### config.mk
export PLATFORM = sky130hd
export DESIGN_NAME = pidaw_cfg
export DESIGN_NICKNAME = d
export VERILOG_FILES = /design/src/rtl/core/assert_macros.svh /design/src/rtl/core/pidaw_pkg.sv /design/src/rtl/core/pidaw_cfg.sv
export SDC_FILE = /design/constraint.sdc
export NUM_CORES = 1
export LEC_CHECK = 0
export BUFFER_PORTS_ARGS = -buffer_cell sky130_fd_sc_hd__buf_2
export CORE_MARGIN = 4
export CORE_UTILIZATION = 26
export CTS_CLUSTER_DIAMETER = 50
export CTS_CLUSTER_SIZE = 28
export DETAILED_ROUTE_END_ITERATION = 10
export GPL_ROUTABILITY_DRIVEN = 0
export GPL_TIMING_DRIVEN = 0
export PLACE_DENSITY_LB_ADDON = 0.15
export SLEW_MARGIN = 25
export SYNTH_ARGS = -nofsm -noshare
export SYNTH_HDL_FRONTEND = slang
export SYNTH_SLANG_ARGS = --single-unit
### constraint.sdc
create_clock -name clk -period 0.88 [get_ports clk]
set_input_delay 0.22 -clock clk [delete_from_list [all_inputs] [get_ports clk]]
set_output_delay 0.22 -clock clk [all_outputs]
set_load 0.05 [all_outputs]
### src/rtl/core/assert_macros.svh
`ifndef ASSERT_MACROS_SVH
`define ASSERT_MACROS_SVH

// Same-cycle implication on clk, switched off while rst_n is low
`define ASSERT_IMP(label, ante, cons, msg) \
    label: assert property (@(posedge clk) disable iff (!rst_n) (ante) |-> (cons)) \
        else $error(msg);

// Next-cycle implication on clk, switched off while rst_n is low
`define ASSERT_NXT(label, ante, cons, msg) \
    label: assert property (@(posedge clk) disable iff (!rst_n) (ante) |=> (cons)) \
        else $error(msg);

`endif

### src/rtl/core/pidaw_pkg.sv
package pidaw_pkg;

    // Number format
    localparam int FRAC_BITS          = 16;
    localparam int ALPHA_BITS         = 16;
    localparam int DERIV_FILTER_ALPHA = 65536;

    localparam int WORD_W    = 32;
    localparam int STEP_W    = 17;
    localparam int CFG_IDX_W = 3;

    // Shared multiplier: signed operands, product kept at 64 bits
    localparam int MUL_W  = 34;
    localparam int PROD_W = 64;
    // Rounded products plus room for a three-term sum
    localparam int SUM_W  = PROD_W - FRAC_BITS + 2;

    // Rate divider: |error difference| < 2^32, shifted up by FRAC_BITS
    localparam int NUM_W     = WORD_W + FRAC_BITS;
    localparam int DIV_STEPS = (NUM_W + 1) / 2;
    localparam int QUO_W     = 2 * DIV_STEPS;
    localparam int CNT_W     = $clog2(DIV_STEPS);

    typedef logic signed [WORD_W-1:0] word_t;
    typedef logic [STEP_W-1:0]        step_t;

    localparam word_t WORD_MAX = {1'b0, {(WORD_W - 1){1'b1}}};
    localparam word_t WORD_MIN = {1'b1, {(WORD_W - 1){1'b0}}};

    // Period used when step_time reads zero (0.01 s)
    localparam step_t STEP_FALLBACK = STEP_W'(((1 << FRAC_BITS) + 50) / 100);
    localparam logic [ALPHA_BITS:0] ALPHA_Q = (ALPHA_BITS + 1)'(DERIV_FILTER_ALPHA);

    // Register map
    typedef enum logic [CFG_IDX_W-1:0] {
        REG_GAIN_P        = 3'd0,
        REG_GAIN_I        = 3'd1,
        REG_GAIN_D        = 3'd2,
        REG_STEP_TIME     = 3'd3,
        REG_INTEGRAL_LOW  = 3'd4,
        REG_INTEGRAL_HIGH = 3'd5,
        REG_DRIVE_LOW     = 3'd6,
        REG_DRIVE_HIGH    = 3'd7
    } cfg_idx_t;

    typedef struct packed {
        word_t gain_p;
        word_t gain_i;
        word_t gain_d;
        step_t step_time;
        word_t integral_low;
        word_t integral_high;
        word_t drive_low;
        word_t drive_high;
    } cfg_t;

    localparam cfg_t CFG_RESET = '{
        gain_p:        word_t'(65536),
        gain_i:        word_t'(0),
        gain_d:        word_t'(0),
        step_time:     step_t'(655),
        integral_low:  word_t'(-65536000),
        integral_high: word_t'(65536000),
        drive_low:     word_t'(-65536000),
        drive_high:    word_t'(65536000)
    };

    // Sequencer states
    typedef enum logic [3:0] {
        S_IDLE,
        S_ERR,
        S_DIV_INIT,
        S_DIV_STEP,
        S_DIV_FIN,
        S_FLT_MUL,
        S_FLT_ADD,
        S_INT_MUL,
        S_INT_ADD,
        S_P,
        S_D,
        S_I,
        S_CHECK,
        S_I2,
        S_DONE,
        S_CLEAR
    } ctrl_state_t;

    // Datapath register operations
    typedef enum logic [3:0] {
        OP_NONE,
        OP_LOAD,
        OP_ERR,
        OP_DIV_INIT,
        OP_DIV_STEP,
        OP_DIV_FIN,
        OP_FLT_ADD,
        OP_INT_ADD,
        OP_P,
        OP_D,
        OP_I,
        OP_RETRY,
        OP_COMMIT,
        OP_CLEAR
    } dp_op_t;

    // Multiplier operand pairs
    typedef enum logic [2:0] {
        MUL_NONE,
        MUL_FLT,
        MUL_INT,
        MUL_P,
        MUL_D,
        MUL_I,
        MUL_I_OLD
    } mul_sel_t;

    typedef struct packed {
        dp_op_t   op;
        mul_sel_t mul_sel;
    } ctrl_cmd_t;

    typedef struct packed {
        logic rate_ready;
        logic windup;
    } dp_status_t;

endpackage

### src/rtl/core/pidaw_cfg.sv
module pidaw_cfg (
    input  logic                           clk,
    input  logic                           rst_n,
    input  logic                           wr_valid,
    input  logic [pidaw_pkg::CFG_IDX_W-1:0] wr_index,
    input  logic [pidaw_pkg::WORD_W-1:0]   wr_data,
    output logic                           wr_ready,
    output pidaw_pkg::cfg_t                regs
);
    import pidaw_pkg::*;

    cfg_t regs_reg;
    cfg_t regs_next;

    // Writes are always taken
    assign wr_ready = 1'b1;
    assign regs     = regs_reg;

    // Register decode
    always_comb
    begin
        regs_next = regs_reg;
        case (cfg_idx_t'(wr_index))
            REG_GAIN_P:        regs_next.gain_p        = wr_data;
            REG_GAIN_I:        regs_next.gain_i        = wr_data;
            REG_GAIN_D:        regs_next.gain_d        = wr_data;
            REG_STEP_TIME:     regs_next.step_time     = wr_data[STEP_W-1:0];
            REG_INTEGRAL_LOW:  regs_next.integral_low  = wr_data;
            REG_INTEGRAL_HIGH: regs_next.integral_high = wr_data;
            REG_DRIVE_LOW:     regs_next.drive_low     = wr_data;
            REG_DRIVE_HIGH:    regs_next.drive_high    = wr_data;
            default:           regs_next = regs_reg;
        endcase
    end

    always_ff @(posedge clk or negedge rst_n)
    begin
        if (!rst_n)
        begin
            regs_reg <= CFG_RESET;
        end
        else if (wr_valid)
        begin
            regs_reg <= regs_next;
        end
    end

endmodule

==> impl_metrics.ini <==
[timing]
tightestPinTransition_ns = 0.640
clock_skew_ns = 0
slew_headroom = 0.573
rsz0062_at_grt = true
period_needed_ns = 1.48
timing.fmax_mhz = 675
slew_violations = 0
setup_viol = 435
holdWs_ns = -0.335
period_share = 1.68
finalHoldViolations = 63
fin_ws_ns = -0.602

[setup_path]
crit_end = regs[135]
reg2reg_from = regs[162]
worstSetupPathDepth = 1
path_class = reg -> out
worst-path-buf-inv = 1
end_kind = output port
reg2reg_to = regs[162]
worstPathArrival_ns = 1.26
path_cells = buf_8
critPathLaunch = regs[135]
crit_required_ns = 0.66
critPathTopFamily = flip-flops
max_stage_delay_ns = 0.55
r2r_slack_ns = -0.13
reg2reg_depth = 3
slowest_stage = dfstp_2
startpoint_type = flip-flop
path_max_fanout = 2

[route]
drt-initial-drc-count = 131
vias = 6155
routed_wl_um = 30200
drcViolationCount = 0
antenna_left = 0
wl_per_cell_um = 20.9
avgViaCountPerCell = 4.25
drt_pass1_iterations = 4

[die]
floorplan.core_area_mm2 = 0.0346
fp.dieH_um = 195
design.die.area_mm2 = 0.0382
die_w_um = 195
start_util = 0.264
fp-row-count = 68
pin_count = 280

[place]
io_buffers = 274
dpl_cell_area_mm2 = 0.0116
hpwl_um = 17900
post-place-ws_ns = -0.899

[yosys]
syn_nets = 559
post_synth_num_cell_types = 14
yosysWarnings = 0
ys_ff_latch = 241
synthCells = 521
syn-cell-area_mm2 = 0.00913
post_synth.cell_area_avg_um2 = 17.5
yosysSeqAreaShare = 0.665

[outcome]
violations = negative hold slack, negative setup slack
status = finished, violations left

[clock_tree]
numCtsBuffers = 30
cts-root-buf = clkbuf_16
cts.clk_slew.worst_paths_ns = 0.06
clk_latency_ns = 0.56
clock-sinks = 241
cts_tree = yes
clockBufferDepth = 3
cts_hold_buffers = 22
htree_levels = 1

[layout]
area_growth_pct = 80.4
multiInputGateArea_mm2 = 0.00347
final_area_mm2 = 0.0165
largest_register_ffs = 241
antenna_cells = 0
nets = 1007
postLayoutCoreUtil = 0.476
drive_above_1_share = 0.767
area.sequential_mm2 = 0.00608
fillCellCount = 2985

[hold_path]
hp-class = in -> async

[global_routing]
antenna_found_initial = 0
grt_pass1_wl_um = 43500
grt_max_degree = 87
track_usage = 0.147
first_global_vias = 6643
gr-total-overflow = 0

[power]
p_leak_nw = 7.75
power-per-cell-area_mw_per_mm2 = 3010
ir_drop_mv = 1.81

[run]
drv_cap = 0
==> through the flow <==
step / total power, mW / instances / TNS (ns)
global placement: 30.8 / 1250 / -1337.65
detailed placement: 30.9 / 1252 / -197.35
finish: 49.7 / 1448 / -132.64
floorplan: 26.8 / 521 / -95.79
CTS: 49.2 / 1413 / -142.01
global route: 51.6 / 1448 / -145.50
==> metal layers <==
layer / track usage / vias to the layer above / part of all wire
li1: - / 2771 / -
met1: 0.198 / 3144 / 0.44
met2: 0.224 / 210 / 0.45
met3: 0.0606 / 30 / 0.091
met4: 0.0279 / 0 / 0.016
met5: 0 / - / 0
==> synthesized netlist by cell type (all sizes together) <==
master  count  area [um2]
clkbuf      2        10.0
dfstp      35         920
nand4       1        6.26
buf        28         229
nor4bb      3        30.0
conb        1        3.75
dfrtp     206        5150
mux2      241        2710
nor4b       1        23.8
nand4b      3        41.3
==> worst min-delay path by stage <==
stage / startpoint / to / slack, ns / depth (start not counted)
2_1_floorplan: rst_n / regs[0] / -0.08 / 0
3_3_place_gp: regs[230] / regs[230] / 0.47 / 1
3_5_place_dp: rst_n / regs[196] / 0.26 / 1
4_1_cts: rst_n / regs[47] / -0.34 / 1
5_1_grt: rst_n / regs[47] / -0.30 / 1
6_report: rst_n / regs[47] / -0.33 / 1
==> cells by family (layout without fill, tap and decap cells) <==
kind of cell,Yosys count,in the layout,synth area share
other,1,1,0.000411
buffers and inverters,30,502,0.0262
flip-flops,241,241,0.665
AND/OR/NAND/NOR,8,8,0.0111
multiplexers,241,241,0.297
==> what timing repair did <==
item	CTS	global route
setup buffers	74	40
cloned	9	8
gates resized for setup	566	127
pin swaps	4	6
endpoints found under the setup margin	419	465
endpoints found under the hold margin	186	63
==> report_power, final <==
group | internal [mW] | total [mW] | switching (mW)
combinational | 9.01 | 20.9 | 11.9
clock | 7.94 | 13.0 | 5.10
sequential | 13.8 | 15.8 | 1.93
==> cells in the final DEF, fill, tap and decap left out <==
master	synthesis	routed
dfstp_2	35	35
clkbuf_16	0	38
buf_12	0	40
dfrtp_1	206	203
clkinv_2	0	1
clkbuf_1	0	2
buf_4	3	62
nand4b_4	1	1
conb_1	1	1
buf_2	12	32
dfrtp_2	0	3
dlygate4sd3_1	0	22
clkinv_4	0	2
clkinv_8	0	1
buf_16	0	7
bufinv_16	0	4
nand4b_1	2	2
nor4bb_4	0	3
mux2_2	224	79
clkbuf_8	0	5
clkinvlp_4	0	6
buf_8	0	39
nor4b_4	1	1
mux2_4	0	162
inv_6	0	5
nand4_1	1	1
buf_6	13	236
==> final cells by class <==
type	count	area share
buffer	27	0.0304
clock buffer	37	0.0502
clock inverter	19	0.0150
multi-input combinational	250	0.211
sequential	241	0.369
tap	455	0.0346
timing repair buffer	419	0.290
(Power assumes the default switching activity.)
