$ cat config.mk
export PLATFORM = sky130hd
export DESIGN_NAME = pidaw_dp
export DESIGN_NICKNAME = d
export VERILOG_FILES = /design/src/rtl/core/pidaw_pkg.sv /design/src/rtl/core/pidaw_dp.sv
export VERILOG_INCLUDE_DIRS = /design/src /design/src/rtl/core
export SDC_FILE = /design/constraint.sdc
export NUM_CORES = 2
export LEC_CHECK = 0
export ABC_AREA = 0
export BUFFER_PORTS_ARGS = -buffer_cell sky130_fd_sc_hd__buf_2
export CAP_MARGIN = 10
export CELL_PAD_IN_SITES_DETAIL_PLACEMENT = 1
export CELL_PAD_IN_SITES_GLOBAL_PLACEMENT = 1
export CORE_MARGIN = 10
export CORE_UTILIZATION = 46
export CTS_CLUSTER_SIZE = 25
export DETAILED_ROUTE_END_ITERATION = 8
export HOLD_SLACK_MARGIN = 0.12
export PLACE_DENSITY_LB_ADDON = 0.1
export REMOVE_ABC_BUFFERS = 1
export SETUP_SLACK_MARGIN = 0.02
export SYNTH_ARGS = -nofsm -noshare
export SYNTH_HDL_FRONTEND = slang
export SYNTH_SLANG_ARGS = --single-unit
$ cat constraint.sdc
create_clock -name clk -period 10.8 [get_ports clk]
set_clock_uncertainty 0.1 [all_clocks]
set_input_delay 1.62 -clock clk [delete_from_list [all_inputs] [get_ports clk]]
set_output_delay 1.62 -clock clk [all_outputs]
set_load 0.05 [all_outputs]
$ cat src/rtl/core/assert_macros.svh
`ifndef ASSERT_MACROS_SVH
`define ASSERT_MACROS_SVH

// Same-cycle implication on clk, switched off while rst_n is low
`define ASSERT_IMP(label, ante, cons, msg) \
    label: assert property (@(posedge clk) disable iff (!rst_n) (ante) |-> (cons)) \
        else $error(msg);

// Next-cycle implication on clk, switched off while rst_n is low
`define ASSERT_NXT(label, ante, cons, msg) \
    label: assert property (@(posedge clk) disable iff (!rst_n) (ante) |=> (cons)) \
        else $error(msg);

`endif

$ cat src/rtl/core/pidaw_pkg.sv
package pidaw_pkg;

    // Number format
    localparam int FRAC_BITS          = 16;
    localparam int ALPHA_BITS         = 16;
    localparam int DERIV_FILTER_ALPHA = 65536;

    localparam int WORD_W    = 32;
    localparam int STEP_W    = 17;
    localparam int CFG_IDX_W = 3;

    // Shared multiplier: signed operands, product kept at 64 bits
    localparam int MUL_W  = 34;
    localparam int PROD_W = 64;
    // Rounded products plus room for a three-term sum
    localparam int SUM_W  = PROD_W - FRAC_BITS + 2;

    // Rate divider: |error difference| < 2^32, shifted up by FRAC_BITS
    localparam int NUM_W     = WORD_W + FRAC_BITS;
    localparam int DIV_STEPS = (NUM_W + 1) / 2;
    localparam int QUO_W     = 2 * DIV_STEPS;
    localparam int CNT_W     = $clog2(DIV_STEPS);

    typedef logic signed [WORD_W-1:0] word_t;
    typedef logic [STEP_W-1:0]        step_t;

    localparam word_t WORD_MAX = {1'b0, {(WORD_W - 1){1'b1}}};
    localparam word_t WORD_MIN = {1'b1, {(WORD_W - 1){1'b0}}};

    // Period used when step_time reads zero (0.01 s)
    localparam step_t STEP_FALLBACK = STEP_W'(((1 << FRAC_BITS) + 50) / 100);
    localparam logic [ALPHA_BITS:0] ALPHA_Q = (ALPHA_BITS + 1)'(DERIV_FILTER_ALPHA);

    // Register map
    typedef enum logic [CFG_IDX_W-1:0] {
        REG_GAIN_P        = 3'd0,
        REG_GAIN_I        = 3'd1,
        REG_GAIN_D        = 3'd2,
        REG_STEP_TIME     = 3'd3,
        REG_INTEGRAL_LOW  = 3'd4,
        REG_INTEGRAL_HIGH = 3'd5,
        REG_DRIVE_LOW     = 3'd6,
        REG_DRIVE_HIGH    = 3'd7
    } cfg_idx_t;

    typedef struct packed {
        word_t gain_p;
        word_t gain_i;
        word_t gain_d;
        step_t step_time;
        word_t integral_low;
        word_t integral_high;
        word_t drive_low;
        word_t drive_high;
    } cfg_t;

    localparam cfg_t CFG_RESET = '{
        gain_p:        word_t'(65536),
        gain_i:        word_t'(0),
        gain_d:        word_t'(0),
        step_time:     step_t'(655),
        integral_low:  word_t'(-65536000),
        integral_high: word_t'(65536000),
        drive_low:     word_t'(-65536000),
        drive_high:    word_t'(65536000)
    };

    // Sequencer states
    typedef enum logic [3:0] {
        S_IDLE,
        S_ERR,
        S_DIV_INIT,
        S_DIV_STEP,
        S_DIV_FIN,
        S_FLT_MUL,
        S_FLT_ADD,
        S_INT_MUL,
        S_INT_ADD,
        S_P,
        S_D,
        S_I,
        S_CHECK,
        S_I2,
        S_DONE,
        S_CLEAR
    } ctrl_state_t;

    // Datapath register operations
    typedef enum logic [3:0] {
        OP_NONE,
        OP_LOAD,
        OP_ERR,
        OP_DIV_INIT,
        OP_DIV_STEP,
        OP_DIV_FIN,
        OP_FLT_ADD,
        OP_INT_ADD,
        OP_P,
        OP_D,
        OP_I,
        OP_RETRY,
        OP_COMMIT,
        OP_CLEAR
    } dp_op_t;

    // Multiplier operand pairs
    typedef enum logic [2:0] {
        MUL_NONE,
        MUL_FLT,
        MUL_INT,
        MUL_P,
        MUL_D,
        MUL_I,
        MUL_I_OLD
    } mul_sel_t;

    typedef struct packed {
        dp_op_t   op;
        mul_sel_t mul_sel;
    } ctrl_cmd_t;

    typedef struct packed {
        logic rate_ready;
        logic windup;
    } dp_status_t;

endpackage

$ cat src/rtl/core/pidaw_dp.sv
`include "assert_macros.svh"

module pidaw_dp (
    input  logic                  clk,
    input  logic                  rst_n,
    input  pidaw_pkg::ctrl_cmd_t  cmd,
    input  pidaw_pkg::cfg_t       cfg,
    input  pidaw_pkg::word_t      setpoint,
    input  pidaw_pkg::word_t      measured,
    output pidaw_pkg::dp_status_t status,
    output pidaw_pkg::word_t      drive
);
    import pidaw_pkg::*;

    // Round to nearest, ties towards +inf, dropping FRAC_BITS
    function automatic logic signed [PROD_W-1:0] rnd_frac(input logic signed [PROD_W-1:0] x);
        logic signed [PROD_W-1:0] biased;
        biased = x + (PROD_W'(1) << (FRAC_BITS - 1));
        return biased >>> FRAC_BITS;
    endfunction

    // Same rounding for the filter coefficient
    function automatic logic signed [PROD_W-1:0] rnd_alpha(input logic signed [PROD_W-1:0] x);
        logic signed [PROD_W-1:0] biased;
        biased = x + (PROD_W'(1) << (ALPHA_BITS - 1));
        return biased >>> ALPHA_BITS;
    endfunction

    function automatic word_t sat_word(input logic signed [SUM_W-1:0] v);
        if ((~|v[SUM_W-1:WORD_W-1]) || (&v[SUM_W-1:WORD_W-1]))
            return v[WORD_W-1:0];
        else
            return v[SUM_W-1] ? WORD_MIN : WORD_MAX;
    endfunction

    // Low bound tested first; inverted limits: lo if v < lo, else hi
    function automatic word_t clamp_word(input logic signed [SUM_W-1:0] v,
                                         input word_t lo, input word_t hi);
        logic signed [SUM_W-1:0] lo_x;
        logic signed [SUM_W-1:0] hi_x;
        lo_x = SUM_W'(lo);
        hi_x = SUM_W'(hi);
        if (v < lo_x)
            return lo;
        else if (v > hi_x)
            return hi;
        else
            return v[WORD_W-1:0];
    endfunction

    // Controller state
    word_t iacc_reg;
    word_t prev_reg;
    word_t fr_reg;
    logic  rate_ready_reg;

    // Working registers
    word_t                    sp_reg;
    word_t                    ms_reg;
    word_t                    err_reg;
    word_t                    raw_reg;
    word_t                    frn_reg;
    word_t                    nint_reg;
    word_t                    drive_reg;
    logic signed [SUM_W-1:0]  pd_reg;
    logic signed [SUM_W-1:0]  sum_reg;
    logic signed [PROD_W-1:0] prod_reg;
    logic [QUO_W-1:0]         nq_reg;
    logic [STEP_W-1:0]        rem_reg;
    logic                     neg_reg;

    // Combinational values
    step_t                      dt_eff;
    logic [WORD_W:0]            err_wide;
    word_t                      err_next;
    logic [WORD_W:0]            rdiff;
    logic [WORD_W:0]            rdiff_mag;
    logic [QUO_W-1:0]           nq_init;
    logic [QUO_W-1:0]           nq_work;
    logic [STEP_W-1:0]          rem_work;
    logic [STEP_W:0]            trial;
    logic                       q_hi;
    logic [WORD_W-1:0]          q_neg;
    word_t                      raw_next;
    logic signed [WORD_W:0]     rate_diff;
    logic signed [MUL_W-1:0]    mul_a;
    logic signed [MUL_W-1:0]    mul_b;
    logic signed [2*MUL_W-1:0]  mul_full;
    logic signed [PROD_W-1:0]   rnd_f_full;
    logic signed [PROD_W-1:0]   rnd_a_full;
    logic signed [SUM_W-1:0]    rnd_f;
    logic signed [SUM_W-1:0]    rnd_a;
    word_t                      frn_next;
    word_t                      nint_next;
    word_t                      drive_next;
    logic                       err_pos;

    assign dt_eff = (cfg.step_time == '0) ? STEP_FALLBACK : cfg.step_time;

    // Saturating error
    assign err_wide = {sp_reg[WORD_W-1], sp_reg} - {ms_reg[WORD_W-1], ms_reg};
    assign err_next = (err_wide[WORD_W] != err_wide[WORD_W-1])
                    ? (err_wide[WORD_W] ? WORD_MIN : WORD_MAX)
                    : err_wide[WORD_W-1:0];

    // Divider set-up: magnitude of (error - previous error), shifted up
    assign rdiff     = {err_reg[WORD_W-1], err_reg} - {prev_reg[WORD_W-1], prev_reg};
    assign rdiff_mag = rdiff[WORD_W] ? ('0 - rdiff) : rdiff;
    assign nq_init   = QUO_W'({rdiff_mag[WORD_W-1:0], {FRAC_BITS{1'b0}}});

    // Two restoring steps per cycle
    always_comb
    begin
        rem_work = rem_reg;
        nq_work  = nq_reg;
        trial    = '0;
        for (int k = 0; k < 2; k++)
        begin
            trial   = {rem_work, nq_work[QUO_W-1]};
            nq_work = {nq_work[QUO_W-2:0], 1'b0};
            if (trial >= {1'b0, dt_eff})
            begin
                rem_work   = STEP_W'(trial - {1'b0, dt_eff});
                nq_work[0] = 1'b1;
            end
            else
            begin
                rem_work = trial[STEP_W-1:0];
            end
        end
    end

    // Signed, saturated quotient
    assign q_hi     = |nq_reg[QUO_W-1:WORD_W-1];
    assign q_neg    = '0 - nq_reg[WORD_W-1:0];
    assign raw_next = q_hi ? (neg_reg ? WORD_MIN : WORD_MAX)
                           : (neg_reg ? q_neg : nq_reg[WORD_W-1:0]);

    // Shared multiplier operand select
    assign rate_diff = {raw_reg[WORD_W-1], raw_reg} - {fr_reg[WORD_W-1], fr_reg};

    always_comb
    begin
        mul_a = '0;
        mul_b = '0;
        case (cmd.mul_sel)
            MUL_FLT:
            begin
                mul_a = MUL_W'(rate_diff);
                mul_b = MUL_W'({1'b0, ALPHA_Q});
            end
            MUL_INT:
            begin
                mul_a = MUL_W'(err_reg);
                mul_b = MUL_W'({1'b0, dt_eff});
            end
            MUL_P:
            begin
                mul_a = MUL_W'(cfg.gain_p);
                mul_b = MUL_W'(err_reg);
            end
            MUL_D:
            begin
                mul_a = MUL_W'(cfg.gain_d);
                mul_b = MUL_W'(frn_reg);
            end
            MUL_I:
            begin
                mul_a = MUL_W'(cfg.gain_i);
                mul_b = MUL_W'(nint_reg);
            end
            MUL_I_OLD:
            begin
                mul_a = MUL_W'(cfg.gain_i);
                mul_b = MUL_W'(iacc_reg);
            end
            default:
            begin
                mul_a = '0;
                mul_b = '0;
            end
        endcase
    end

    assign mul_full = mul_a * mul_b;

    // Rounded product from the previous cycle
    assign rnd_f_full = rnd_frac(prod_reg);
    assign rnd_a_full = rnd_alpha(prod_reg);
    assign rnd_f      = rnd_f_full[SUM_W-1:0];
    assign rnd_a      = rnd_a_full[SUM_W-1:0];

    assign frn_next   = sat_word(SUM_W'(fr_reg) + rnd_a);
    assign nint_next  = clamp_word(SUM_W'(iacc_reg) + rnd_f, cfg.integral_low, cfg.integral_high);
    assign drive_next = clamp_word(sum_reg, cfg.drive_low, cfg.drive_high);

    // Anti-windup test on the unclamped sum
    assign err_pos           = !err_reg[WORD_W-1] && (err_reg != '0);
    assign status.windup     = ((sum_reg > SUM_W'(cfg.drive_high)) && err_pos)
                            || ((sum_reg < SUM_W'(cfg.drive_low)) && err_reg[WORD_W-1]);
    assign status.rate_ready = rate_ready_reg;
    assign drive             = drive_reg;

    // Working registers
    always_ff @(posedge clk)
    begin
        if (cmd.mul_sel != MUL_NONE)
        begin
            prod_reg <= mul_full[PROD_W-1:0];
        end
        case (cmd.op)
            OP_LOAD:
            begin
                sp_reg <= setpoint;
                ms_reg <= measured;
            end
            OP_ERR:
            begin
                err_reg <= err_next;
                frn_reg <= '0;
            end
            OP_DIV_INIT:
            begin
                nq_reg  <= nq_init;
                rem_reg <= '0;
                neg_reg <= rdiff[WORD_W];
            end
            OP_DIV_STEP:
            begin
                nq_reg  <= nq_work;
                rem_reg <= rem_work;
            end
            OP_DIV_FIN:  raw_reg   <= raw_next;
            OP_FLT_ADD:  frn_reg   <= frn_next;
            OP_INT_ADD:  nint_reg  <= nint_next;
            OP_P:        pd_reg    <= rnd_f;
            OP_D:        pd_reg    <= pd_reg + rnd_f;
            OP_I:        sum_reg   <= pd_reg + rnd_f;
            OP_RETRY:    nint_reg  <= iacc_reg;
            OP_COMMIT:   drive_reg <= drive_next;
            OP_CLEAR:    drive_reg <= '0;
            default:     ;
        endcase
    end

    // Controller state, updated once per item
    always_ff @(posedge clk or negedge rst_n)
    begin
        if (!rst_n)
        begin
            iacc_reg       <= '0;
            prev_reg       <= '0;
            fr_reg         <= '0;
            rate_ready_reg <= 1'b0;
        end
        else
        begin
            case (cmd.op)
                OP_COMMIT:
                begin
                    iacc_reg       <= nint_reg;
                    prev_reg       <= err_reg;
                    fr_reg         <= frn_reg;
                    rate_ready_reg <= 1'b1;
                end
                OP_CLEAR:
                begin
                    iacc_reg       <= '0;
                    prev_reg       <= '0;
                    fr_reg         <= '0;
                    rate_ready_reg <= 1'b0;
                end
                default: ;
            endcase
        end
    end

    // Checks
    `ASSERT_NXT(a_commit_keeps_error, cmd.op == OP_COMMIT,
                rate_ready_reg && prev_reg == $past(err_reg), "commit lost error or rate flag")
    `ASSERT_NXT(a_retry_restores_integral, cmd.op == OP_RETRY,
                nint_reg == $past(iacc_reg), "windup retry did not restore integral")

endmodule

==> results.json <==
{
  "hold_path.class": "flip-flop to flip-flop",
  "synth_area_mm2": 0.0822,
  "rrSetupSlack_ns": -0.31,
  "synthToLayoutAreaGrowth_pct": 20.6,
  "violations": "setup timing",
  "grt_max_degree": 96,
  "setup_violations": 9,
  "clock_sinks": 536,
  "fp-row-count": 155,
  "synth_edf_count": 439,
  "synth_area_leaders": "fa_1 (28%), edfxtp_1 (16%), ha_1 (10%)",
  "crit_top_cell": "a21o_1",
  "cts_tree": "done",
  "grtUsageTotal_pct": 35.6,
  "instances_no_fill": 12700,
  "slew_headroom_pct": 19.1,
  "num-nets-final": 12400,
  "cp.arrival_ns": 11.44,
  "critPathLaunchType": "flip-flop",
  "dieArea_mm2": 0.196,
  "drt-wirelength-per-cell_um": 28.2,
  "numCtsBuffers": 59,
  "grt-ovfl-total": 0,
  "hold_buffers": 0,
  "final_hold_viol_count": 0,
  "dp_cells": 12500,
  "setup_tns_ns": -1.25,
  "hpwl_um": 304000,
  "die_height_um": 443,
  "place_congestion": 1.08,
  "hold_path.startpoint": "rate_ready_reg$_DFFE_PN0P_",
  "layout_setup_ws_ns": -0.313,
  "slew_viol_final": 0,
  "fp.dieW_um": 443,
  "drive_above_1_share_pct": 19.1,
  "finalCriticalPeriod_ns": 11.11,
  "critPathLaunch": "fr_reg[8]$_DFFE_PN0P_",
  "drt-initial-drc-count": 5230,
  "synthArstFlopShare_pct": 18.1,
  "grt_first_pass_wirelength_um": 525000,
  "crit_path_top_delay_cell": "fa_2",
  "worst_pin_slew_ns": 1.20,
  "syn_avg_cell_area_um2": 8.98,
  "required_ns": 11.13,
  "yosysUniqueCellTypes": 96,
  "h-tree-depth": 2,
  "nFillCells": 20500,
  "reg2reg_from": "fr_reg[8]$_DFFE_PN0P_",
  "drt_pass1_iterations": 6,
  "clk_path_buf_depth": 3,
  "antenna_found_initial": 23,
  "rsz0062_at_grt": "true",
  "clk_latency_ns": 0.69,
  "fmax_ghz": 0.0900,
  "synth_area_leader_cell": "fa_1",
  "drc": 0,
  "grt_pass1_vias": 80100,
  "synth_top_area_share_pct": 28.4,
  "end_kind": "flip-flop",
  "via_per_inst": 5.78,
  "wl_um": 358000,
  "core-area_mm2": 0.178,
  "synthCells": 9151,
  "timing.final.crit_share_pct": 103,
  "ios": 348,
  "root_buffer": "clkbuf_16",
  "ff2ff_path_depth": 46,
  "synth-seq-area-share_pct": 19.0,
  "holdPathStages": 1,
  "detail-route-antenna-nets": 0,
  "status": "finished, violations left",
  "crit_type": "flip-flop to flip-flop",
  "yosysWarningCount": 0,
  "slowest_delay_ns": 0.59,
  "cts.clk_slew.worst_paths_ns": 0.07,
  "ys_seq_elements": 536,
  "max_cap_violations": 0,
  "start_util_pct": 46.2,
  "worstPathMaxFanout": 5,
  "io_buffer_count": 347,
  "synth_top_flop_cell": "edfxtp_1",
  "vias": 73400
}
==> what timing repair did <==
item,CTS,global route
resized for setup,244,116
gates cloned,2,0
pin swaps,183,145
buffers inserted,62,32
setup endpoints to repair,35,29
==> synth_stat cells (43+ instances only) <==
cell and count:
edfxtp_1 439, xnor2_1 250, nor2b_1 79, and3_1 43
a21o_1 227, nor3_1 72, mux2i_1 96, fa_1 1167
mux2_2 64, xor2_1 138, nand4_1 83, clkbuf_1 339
ha_1 672, nand2b_1 137, o21ai_0 414, nand3_1 93
dfrtp_1 97, nand2_1 819, o21a_1 60, and2_1 60
nand3b_1 74, o21bai_1 43, inv_1 1611, a21oi_1 464
nor2_1 979
==> critical path: cells and delay by family (launching register included) <==
| family | cells | cell delay (ns) |
|---|---|---|
| xor gates and xnor gates | 1 | 0.14 |
| AOI/OAI and AO/OA | 20 | 3.95 |
| and+or+nand+nor | 4 | 0.59 |
| DFF | 1 | 0.41 |
| adders and majority gates | 10 | 4.49 |
| buffers and inverters | 11 | 1.15 |
==> path summary, 6_finish.rpt <==
check,end
max reg2reg,prod_reg[62]$_DFFE_PP_
min reg2reg,rate_ready_reg$_DFFE_PN0P_
max,prod_reg[62]$_DFFE_PP_
min in group asynchronous,prev_reg[13]$_DFFE_PN0P_
max in group asynchronous,fr_reg[1]$_DFFE_PN0P_
min,rate_ready_reg$_DFFE_PN0P_
==> through the flow <==
stage	hold WS, ns	util [%]	setup slack (ns)	area (um2)
CTS	0.395	55.3	-0.269	98400
global route	0.420	55.7	-0.597	99100
floorplan	0.349	-	-3.30	80800
global placement	0.364	53.3	-1.35	94900
detailed placement	0.374	53.3	-1.48	94900
finish	0.400	55.7	-0.313	99100
==> routing by layer <==
layer / track usage, % / share of wire, %
met5: 0 / 0.066
met2: 57.7 / 46
met4: 20.0 / 7.2
met3: 6.85 / 7.4
met1: 44.8 / 40
==> cell families after synthesis <==
| logic type | synth area share [%] |
|---|---|
| DFF | 19.0 |
| AOI/OAI and AO/OA | 12.8 |
| muxes | 2.05 |
| xor gates and xnor gates | 4.13 |
| buffers and inverters | 9.08 |
| and+or+nand+nor | 14.3 |
| adders and majority gates | 38.7 |
==> layout by cell type, fill, tap and decap left out, drive strengths merged, types with 93 or more instances in the layout <==
cell type,n
xnor2,250
dfrtp,97
xor2,138
mux2i,96
edfxtp,439
o21ai,422
nand3,93
nand2,819
buf,1444
nand2b,138
a21o,227
a21oi,465
inv,1614
ha,672
fa,1167
nor2,979
==> layout make-up <==
cell class	count	area, um2	area share (%)
multi-input cells	6629	60800	61.3
well taps	2355	2950	2.97
diodes	9	22.5	0.0227
clock buffers	83	1690	1.70
flip-flops and latches	536	15600	15.7
repair buffers	1446	11700	11.8
inverters	1613	6060	6.11
clock inverters	28	350	0.353
Power is left out: the tool's default activity adds up to more than one toggle a clock period on the data nets, which glitch-free logic cannot reach.
