File: config.mk
export PLATFORM = sky130hd
export DESIGN_NAME = pidaw_ctrl
export DESIGN_NICKNAME = d
export VERILOG_FILES = /design/src/rtl/core/pidaw_pkg.sv /design/src/rtl/core/pidaw_ctrl.sv
export VERILOG_INCLUDE_DIRS = /design/src /design/src/rtl/core
export SDC_FILE = /design/constraint.sdc
export NUM_CORES = 1
export LEC_CHECK = 0
export BUFFER_PORTS_ARGS = -buffer_cell sky130_fd_sc_hd__buf_4
export CORE_MARGIN = 4
export CORE_UTILIZATION = 48
export CTS_CLUSTER_DIAMETER = 30
export DETAILED_ROUTE_END_ITERATION = 6
export GPL_TIMING_DRIVEN = 1
export PLACE_DENSITY = 0.7
export SYNTH_ARGS = -nofsm -noshare
export SYNTH_HDL_FRONTEND = slang
export SYNTH_SLANG_ARGS = --single-unit
File: constraint.sdc
create_clock -name clk -period 4 [get_ports clk]
set_input_delay 0.2 -clock clk [delete_from_list [all_inputs] [get_ports clk]]
set_output_delay 0.2 -clock clk [all_outputs]
set_load 0.01 [all_outputs]
File: src/rtl/core/assert_macros.svh
`ifndef ASSERT_MACROS_SVH
`define ASSERT_MACROS_SVH

// Same-cycle implication on clk, switched off while rst_n is low
`define ASSERT_IMP(label, ante, cons, msg) \
    label: assert property (@(posedge clk) disable iff (!rst_n) (ante) |-> (cons)) \
        else $error(msg);

// Next-cycle implication on clk, switched off while rst_n is low
`define ASSERT_NXT(label, ante, cons, msg) \
    label: assert property (@(posedge clk) disable iff (!rst_n) (ante) |=> (cons)) \
        else $error(msg);

`endif

File: src/rtl/core/pidaw_pkg.sv
package pidaw_pkg;

    // Number format
    localparam int FRAC_BITS          = 16;
    localparam int ALPHA_BITS         = 16;
    localparam int DERIV_FILTER_ALPHA = 65536;

    localparam int WORD_W    = 32;
    localparam int STEP_W    = 17;
    localparam int CFG_IDX_W = 3;

    // Shared multiplier: signed operands, product kept at 64 bits
    localparam int MUL_W  = 34;
    localparam int PROD_W = 64;
    // Rounded products plus room for a three-term sum
    localparam int SUM_W  = PROD_W - FRAC_BITS + 2;

    // Rate divider: |error difference| < 2^32, shifted up by FRAC_BITS
    localparam int NUM_W     = WORD_W + FRAC_BITS;
    localparam int DIV_STEPS = (NUM_W + 1) / 2;
    localparam int QUO_W     = 2 * DIV_STEPS;
    localparam int CNT_W     = $clog2(DIV_STEPS);

    typedef logic signed [WORD_W-1:0] word_t;
    typedef logic [STEP_W-1:0]        step_t;

    localparam word_t WORD_MAX = {1'b0, {(WORD_W - 1){1'b1}}};
    localparam word_t WORD_MIN = {1'b1, {(WORD_W - 1){1'b0}}};

    // Period used when step_time reads zero (0.01 s)
    localparam step_t STEP_FALLBACK = STEP_W'(((1 << FRAC_BITS) + 50) / 100);
    localparam logic [ALPHA_BITS:0] ALPHA_Q = (ALPHA_BITS + 1)'(DERIV_FILTER_ALPHA);

    // Register map
    typedef enum logic [CFG_IDX_W-1:0] {
        REG_GAIN_P        = 3'd0,
        REG_GAIN_I        = 3'd1,
        REG_GAIN_D        = 3'd2,
        REG_STEP_TIME     = 3'd3,
        REG_INTEGRAL_LOW  = 3'd4,
        REG_INTEGRAL_HIGH = 3'd5,
        REG_DRIVE_LOW     = 3'd6,
        REG_DRIVE_HIGH    = 3'd7
    } cfg_idx_t;

    typedef struct packed {
        word_t gain_p;
        word_t gain_i;
        word_t gain_d;
        step_t step_time;
        word_t integral_low;
        word_t integral_high;
        word_t drive_low;
        word_t drive_high;
    } cfg_t;

    localparam cfg_t CFG_RESET = '{
        gain_p:        word_t'(65536),
        gain_i:        word_t'(0),
        gain_d:        word_t'(0),
        step_time:     step_t'(655),
        integral_low:  word_t'(-65536000),
        integral_high: word_t'(65536000),
        drive_low:     word_t'(-65536000),
        drive_high:    word_t'(65536000)
    };

    // Sequencer states
    typedef enum logic [3:0] {
        S_IDLE,
        S_ERR,
        S_DIV_INIT,
        S_DIV_STEP,
        S_DIV_FIN,
        S_FLT_MUL,
        S_FLT_ADD,
        S_INT_MUL,
        S_INT_ADD,
        S_P,
        S_D,
        S_I,
        S_CHECK,
        S_I2,
        S_DONE,
        S_CLEAR
    } ctrl_state_t;

    // Datapath register operations
    typedef enum logic [3:0] {
        OP_NONE,
        OP_LOAD,
        OP_ERR,
        OP_DIV_INIT,
        OP_DIV_STEP,
        OP_DIV_FIN,
        OP_FLT_ADD,
        OP_INT_ADD,
        OP_P,
        OP_D,
        OP_I,
        OP_RETRY,
        OP_COMMIT,
        OP_CLEAR
    } dp_op_t;

    // Multiplier operand pairs
    typedef enum logic [2:0] {
        MUL_NONE,
        MUL_FLT,
        MUL_INT,
        MUL_P,
        MUL_D,
        MUL_I,
        MUL_I_OLD
    } mul_sel_t;

    typedef struct packed {
        dp_op_t   op;
        mul_sel_t mul_sel;
    } ctrl_cmd_t;

    typedef struct packed {
        logic rate_ready;
        logic windup;
    } dp_status_t;

endpackage

File: src/rtl/core/pidaw_ctrl.sv
`include "assert_macros.svh"

module pidaw_ctrl (
    input  logic                  clk,
    input  logic                  rst_n,
    input  logic                  sample_valid,
    input  logic                  sample_cmd,
    output logic                  sample_ready,
    output logic                  result_valid,
    input  logic                  result_ready,
    input  pidaw_pkg::dp_status_t status,
    output pidaw_pkg::ctrl_cmd_t  op_cmd
);
    import pidaw_pkg::*;

    ctrl_state_t      state_reg;
    ctrl_state_t      state_next;
    logic [CNT_W-1:0] cnt_reg;
    logic [CNT_W-1:0] cnt_next;
    logic             out_valid_reg;
    logic             out_valid_next;
    logic             out_free;

    // Output slot can take a result when empty or being emptied
    assign out_free     = !out_valid_reg || result_ready;
    assign result_valid = out_valid_reg;

    always_ff @(posedge clk or negedge rst_n)
    begin
        if (!rst_n)
        begin
            state_reg     <= S_IDLE;
            cnt_reg       <= '0;
            out_valid_reg <= 1'b0;
        end
        else
        begin
            state_reg     <= state_next;
            cnt_reg       <= cnt_next;
            out_valid_reg <= out_valid_next;
        end
    end

    // Sequencer
    always_comb
    begin
        state_next     = state_reg;
        cnt_next       = cnt_reg;
        out_valid_next = out_valid_reg && !result_ready;
        op_cmd.op      = OP_NONE;
        op_cmd.mul_sel = MUL_NONE;
        sample_ready   = 1'b0;
        case (state_reg)
            S_IDLE:
            begin
                sample_ready = 1'b1;
                if (sample_valid)
                begin
                    op_cmd.op  = OP_LOAD;
                    state_next = sample_cmd ? S_CLEAR : S_ERR;
                end
            end
            S_ERR:
            begin
                op_cmd.op  = OP_ERR;
                state_next = status.rate_ready ? S_DIV_INIT : S_INT_MUL;
            end
            S_DIV_INIT:
            begin
                op_cmd.op  = OP_DIV_INIT;
                cnt_next   = '0;
                state_next = S_DIV_STEP;
            end
            S_DIV_STEP:
            begin
                op_cmd.op = OP_DIV_STEP;
                if (cnt_reg == CNT_W'(DIV_STEPS - 1))
                begin
                    state_next = S_DIV_FIN;
                end
                else
                begin
                    cnt_next = cnt_reg + 1'b1;
                end
            end
            S_DIV_FIN:
            begin
                op_cmd.op  = OP_DIV_FIN;
                state_next = S_FLT_MUL;
            end
            S_FLT_MUL:
            begin
                op_cmd.mul_sel = MUL_FLT;
                state_next     = S_FLT_ADD;
            end
            S_FLT_ADD:
            begin
                op_cmd.op  = OP_FLT_ADD;
                state_next = S_INT_MUL;
            end
            S_INT_MUL:
            begin
                op_cmd.mul_sel = MUL_INT;
                state_next     = S_INT_ADD;
            end
            S_INT_ADD:
            begin
                op_cmd.op      = OP_INT_ADD;
                op_cmd.mul_sel = MUL_P;
                state_next     = S_P;
            end
            S_P:
            begin
                op_cmd.op      = OP_P;
                op_cmd.mul_sel = MUL_D;
                state_next     = S_D;
            end
            S_D:
            begin
                op_cmd.op      = OP_D;
                op_cmd.mul_sel = MUL_I;
                state_next     = S_I;
            end
            S_I:
            begin
                op_cmd.op  = OP_I;
                state_next = S_CHECK;
            end
            S_CHECK:
            begin
                if (status.windup)
                begin
                    op_cmd.op      = OP_RETRY;
                    op_cmd.mul_sel = MUL_I_OLD;
                    state_next     = S_I2;
                end
                else
                begin
                    state_next = S_DONE;
                end
            end
            S_I2:
            begin
                op_cmd.op  = OP_I;
                state_next = S_DONE;
            end
            S_DONE:
            begin
                if (out_free)
                begin
                    op_cmd.op      = OP_COMMIT;
                    out_valid_next = 1'b1;
                    state_next     = S_IDLE;
                end
            end
            S_CLEAR:
            begin
                if (out_free)
                begin
                    op_cmd.op      = OP_CLEAR;
                    out_valid_next = 1'b1;
                    state_next     = S_IDLE;
                end
            end
            default:
            begin
                state_next = S_IDLE;
            end
        endcase
    end

    // Checks
    `ASSERT_IMP(a_result_from_commit, $rose(out_valid_reg),
                $past(state_reg == S_DONE) || $past(state_reg == S_CLEAR),
                "result raised outside a commit state")
    `ASSERT_IMP(a_divider_full_length, state_reg == S_DIV_FIN,
                $past(state_reg == S_DIV_STEP) && $past(cnt_reg) == CNT_W'(DIV_STEPS - 1),
                "divider finished early")

endmodule

==> impl_results.md, run 1 <==
- Synth area leader: dfrtp_1
- Final Instance Area: 1010 um^2
- Tightest Pin Transition: 0.697 ns
- Num rows: 15
- Die W: 50.9 um
- WP data required: 3.80 ns
- VDD IR max: 0.000458 V
- Detailed-route via count: 842
- Setup CP Type: flip-flop to primary output
- Grt total ovfl: 0
- Fillers: 155
- Chip Height: 50.9 um
- Post-synth top area share: 28.3%
- Maxcap violations: 0
- Tmin final: 2.15 ns
- Top-count cell post-synth: dfrtp_1
- Mapped Nets: 110
- Pwr/cell area: 879 nW/um^2
- Period utilisation layout: 53.8%
- Clock skew: 0.0130 ns
- Number of flip-flops in the largest register: 5
- Die footprint: 2590 um^2
- Ports: 16
- Metal-1 WL: 1000 um
- Startpoint Class: flip-flop
- #FFs+latches synth: 10
- Vias in the first global route: 774
- Syn_area_per_cell: 8.66 um^2
- Fin nets: 123
- Clock slew at reported path FFs: 0.08 ns
- CTS sink count: 10
- CTS H-tree depth: 1
- Port Buf Inserts: 15
- Crit path max fanout: 22
- Post-Syn Area: 883 um^2
- Leading post-synthesis cells by cell area: dfrtp_1, o21ai_0, nand2b_1
- Pleak: 0.409 nW
- # diodes: 0
- Pre-antenna DRT Iters: 4
- Clk_lat worst skew: 0.28 ns
- Max Used Layer: met3
- Async SR Flop Fraction: 100%
- Share of post-route cells with drive strength above 1: 21.9%
- CTS tree: done
- Outcome: finished clean
- Cells after Synth: 102
- Hold Path Class: input pin to flip-flop
- Main synth FF type: dfrtp_1
- Setup crit end kind: primary output
- # Post-CTS Setup Buffers: 0
- Total negative slack: 0 ns
- Fmax: 0.464 GHz
- GR Util All Layers: 17.7%
- RSZ-0062 raised after global routing: no
- Cell Area, Placed: 968 um^2
- First-pass GRT wire length: 3560 um
- Sequential element share of the synthesized area: 28.3%
- Initial Util: 51.2%
- Ys Warns: 0
- Core Area: 1730 um^2
- Dpl hpwl: 1460 um
- GPL Wtd Cong: 0.885
- Total power: 0.892 mW
- Vias per cell: 6.06
- Crit path arrival time: 1.95 ns
- Root Driver: clkbuf_4
- WL met2: 952 um
- Routed WL per cell: 14.8 um
- Drc violations: 0
- Max Root-Sink Buffers: 2
- Fin util: 58.8%
- Initial antenna violation count: 0
- Post-DRT Antenna Nets: 0
- Area grow syn2layout: 14.9%
- Final Max Slew Viols: 0
- Unique masters post-synth: 43
- Leading post-synthesis cells by instance count: dfrtp_1, o21ai_0, nand2_1, nand2b_1
- Met3 WL post-DR: 97 um
- Largest net degree at the start of global routing: 24
- Initial DRC count: 21
- Post-synth EDFFs: 0
- Final hold slack: 0.238 ns
- Total CTS buffers: 3
- Max-slew headroom: 53.6%
- Endpoints failing setup: 0
- Fin. Hold Viols: 0
- WL final: 2050 um
## final timing paths
kind                               from  slack [ns]  cells after the start           end
max                        state_reg[3]        1.85                      4     op_cmd[3]
min                        sample_valid        0.24                      4  state_reg[1]
max reg2reg                state_reg[2]        2.34                      3  state_reg[0]
min reg2reg                  cnt_reg[4]        0.56                      1    cnt_reg[4]
max in group asynchronous         rst_n        3.56                      2  result_valid
min in group asynchronous         rst_n        0.28                      2    cnt_reg[1]
## kinds of logic after synthesis
kind of cell               share of synthesized area, %
and+or+nand+nor                                    30.2
adders and majority gates                          1.42
AOI/OAI and AO/OA                                  29.7
DFF                                                28.3
buffers and inverters                              7.93
muxes                                              2.41
## metrics by stage
stage	setup slack, ns	cells
after floorplan	2.61	102
after global placement	2.25	134
after detailed placement	2.17	134
after CTS	1.88	139
after global routing	1.73	139
final	1.85	139
## critical path, stage by stage, from the launching register on
cell and delay, ns:
dfrtp_1 0.78, nand2_1 0.30, o2111ai_1 0.27, o311ai_1 0.15, buf_4 0.17
## cell usage in the layout (no fill, tap or decap), types with 2 or more instances in the layout
cell        n
a21oi_1     3
a22o_1      3
a31oi_1     4
and3b_1     2
buf_4      15
clkbuf_4    3
dfrtp_1    10
inv_1       3
nand2_1     7
nand2b_1    7
nand3_1     5
nor2_1      5
nor2b_1     2
nor3_1      2
o21ai_0     9
o22ai_1     3
o2bb2ai_1   3
## metal layers
metal  global-route usage (%)  vias up
met3                     3.79        0
met1                     25.9      398
met5                        0        -
met2                     25.8       24
met4                     4.93        0
li1                         -      420
## area by class of cell
cell class / instances / area, um^2 / area share [%]
Multi-Input combinational cell: 81 / 563 / 55.5
Sequential cell: 10 / 250 / 24.7
Timing Repair Buffer: 16 / 123 / 12.1
Clock buffer: 4 / 36.3 / 3.58
Tap cell: 25 / 31.3 / 3.08
Inverter: 3 / 11.3 / 1.11
## where the power goes
| part | switching, mW | total, mW | internal (mW) |
|---|---|---|---|
| clock network | 0.0391 | 0.0945 | 0.0554 |
| registers | 0.144 | 0.292 | 0.148 |
| logic | 0.243 | 0.505 | 0.263 |
## repair_timing
item	in CTS	in global routing
endpoints found under the hold margin	10	0
hold buffers	1	0
resized for setup	0	0
(Power assumes the default switching activity.)
==> run 2, diff against run 1 <==
clock period = 2.2 ns   (was 4 ns; I/O delays follow)
==> run 2 against run 1 <==
  * Wire length decreased by 0.29%
  * Critical path depth decreased by 1
  * Via count decreased by 0.83%
  * Die area unchanged
  * Critical endpoint unchanged
==> impl_results.md, run 2 (same netlist as run 1, synthesis figures left out) <==
- Placed Cells: 134 (unchanged)
- First-pass GRT wire length: 3480 um (-2.1%)
- FF-to-FF path depth: 3 (unchanged)
- Initial antenna violation count: 0 (unchanged)
- RSZ-0062 raised after global routing: no
- Period utilisation layout: 92.8%
- Initial DRC count: 30 (+43%)
- Hold Path Class: input pin to flip-flop
- Core Area: 1730 um^2 (unchanged)
- Top Family by Delay on Critical Path: flip-flops
- Tightest Pin Transition: 0.676 ns (-0.0211 ns)
- Sw Share: 47.8% (+0.049 points)
- R2R Path End: state_reg[0]
- Largest net degree at the start of global routing: 24 (unchanged)
- Tmin final: 2.04 ns
- Crit path cell chain: nand2_1, o311ai_1, buf_4
- Pwr/cell area: 1600 nW/um^2 (+82%)
- Most frequent cells in the layout: buf_4, dfrtp_1, o21ai_0, nand2b_1, nand2_1
- WL final: 2050 um (-0.29%)
- Dpl hpwl: 1490 um (+1.7%)
- Cell Area, Placed: 968 um^2 (unchanged)
- Drc violations: 0 (unchanged)
- Pre-CTS setup slack: 0.458 ns (-1.71 ns)
- Stages on the worst setup path: 3 (-1)
- Post-cts hold buffer count: 1 (unchanged)
- Max-slew headroom: 55.0% (+1.4 points)
- Initial Util: 51.2% (unchanged)
- Die W: 50.9 um (unchanged)
- CTS H-tree depth: 1 (unchanged)
- Total CTS buffers: 3 (unchanged)
- Crit path max fanout: 23 (+4.5%)
- Fmax: 0.490 GHz
- GPL Wtd Cong: 0.885 (unchanged)
- Flop2flop setup slack: 0.57 ns (-1.77 ns)
- Routed WL per cell: 14.7 um (-0.29%)
- Resize count post-CTS: 0 (unchanged)
- Crit path arrival time: 1.93 ns (-0.02 ns)
- Total negative slack: 0 ns (unchanged)
- Chip Height: 50.9 um (unchanged)
- Setup crit end kind: primary output
- Detailed-route via count: 835 (-0.83%)
- Crit path setup slack, layout: 0.159 ns (-1.69 ns)
- CTS tree: done
- # diodes: 0 (unchanged)
- Pleak: 0.409 nW (unchanged)
- GR Util All Layers: 18.0% (+0.30 points)
- Startpoint Class: flip-flop
- Clk_lat worst skew: 0.28 ns (about the same)
- Power share of the combinational group: 56.8% (about the same)
- Total net switching power: 0.776 mW (+82%)
- Post-DRT Antenna Nets: 0 (unchanged)
- Root Driver: clkbuf_4
- Fin. Hold Viols: 0 (unchanged)
- Pre-antenna DRT Iters: 4 (unchanged)
- Final Instance Area: 1010 um^2 (unchanged)
- Grt total ovfl: 0 (unchanged)
- Last element of the critical path: op_cmd[3]
- Ports: 16 (unchanged)
- CTS sink count: 10 (unchanged)
- Max Root-Sink Buffers: 2 (unchanged)
- Num rows: 15 (unchanged)
- WP data required: 2.09 ns (-1.71 ns)
- # Post-CTS Setup Buffers: 0 (unchanged)
- Vias in the first global route: 749 (-3.2%)
- Fin nets: 123 (unchanged)
- Start of the worst register-to-register path: state_reg[2]
- VDD IR max: 0.000800 V (+75%)
- Port Buf Inserts: 15 (unchanged)
- Clock power frac: 10.7% (about the same)
- Critical Path Max Stage Delay: 0.78 ns (about the same)
- Setup CP Type: flip-flop to primary output
- Endpoints failing setup: 0 (unchanged)
- Vias per cell: 6.01 (-0.83%)
- Final Max Slew Viols: 0 (unchanged)
- Die footprint: 2590 um^2 (unchanged)
- Int Pwr: 0.848 mW (+82%)
- Outcome: finished clean
- Most common cell after layout, fill and taps aside: buf_4
- Part of the power in registers: 32.5% (-0.3 points)
- Share of post-route cells with drive strength above 1: 21.9% (unchanged)
- Critical path origin: state_reg[2]
- Area grow syn2layout: 14.9% (unchanged)
- Buf/Inv on CP: 1 (unchanged)
- Maxcap violations: 0 (unchanged)
- Number of flip-flops in the largest register: 5 (unchanged)
- Critical-path top delay cell: dfrtp_1
- Clock skew: 0.00752 ns (-0.00545 ns)
- Layout Cells excl Fill: 139 (unchanged)
- Clock slew at reported path FFs: 0.07 ns (about the same)
==> run 2: stage by stage <==
step / util [%] / hold slack [ns] / power, mW
4_1_cts: 58.8 / 0.145 / 1.63
3_3_place_gp: 56.1 / -0.0559 / 1.44
3_5_place_dp: 56.1 / -0.0555 / 1.45
2_1_floorplan: - / -0.186 / 1.20
6_report: 58.8 / 0.144 / 1.62
5_1_grt: 58.8 / 0.177 / 1.77
==> run 2: how the worst min path moves through the flow <==
stage,end,start,cells past startpoint,slack (ns)
floorplan,cnt_reg[0],rst_n,0,-0.19
detailed placement,state_reg[1],rst_n,1,-0.06
CTS,state_reg[1],sample_valid,4,0.14
global route,state_reg[1],sample_cmd,3,0.18
finish,state_reg[1],sample_valid,4,0.14
global placement,state_reg[1],rst_n,1,-0.06
==> run 2: layer usage <==
| metal | GRT usage, % | up-vias | share of wire, % |
|---|---|---|---|
| met5 | 0 | - | 0 |
| li1 | - | 416 | - |
| met1 | 25.3 | 387 | 47 |
| met2 | 25.1 | 27 | 45 |
| met4 | 8.97 | 0 | 1.8 |
| met3 | 4.37 | 5 | 6.3 |
==> run 2: area by class of cell <==
cell class | count | area, um^2
Clock buffer | 4 | 36.3
Timing Repair Buffer | 16 | 123
Tap cell | 25 | 31.3
Sequential cell | 10 | 250
Inverter | 3 | 11.3
Multi-Input combinational cell | 81 | 563
Fill cell | 161 | 712
==> run 2: power groups by stage <==
stage	Sequential [mW]	Combinational, mW	Clock [mW]
floorplan	0.347	0.850	0
global route	0.563	1.02	0.186
detailed placement	0.531	0.918	0
CTS	0.527	0.926	0.181
finish	0.528	0.922	0.174
global placement	0.523	0.915	0
==> run 2: tightest hold or removal path, cell delays in order <==
cell	delay, ns
buf_4	0.09
inv_1	0.04
nand2_1	0.05
a22o_1	0.11
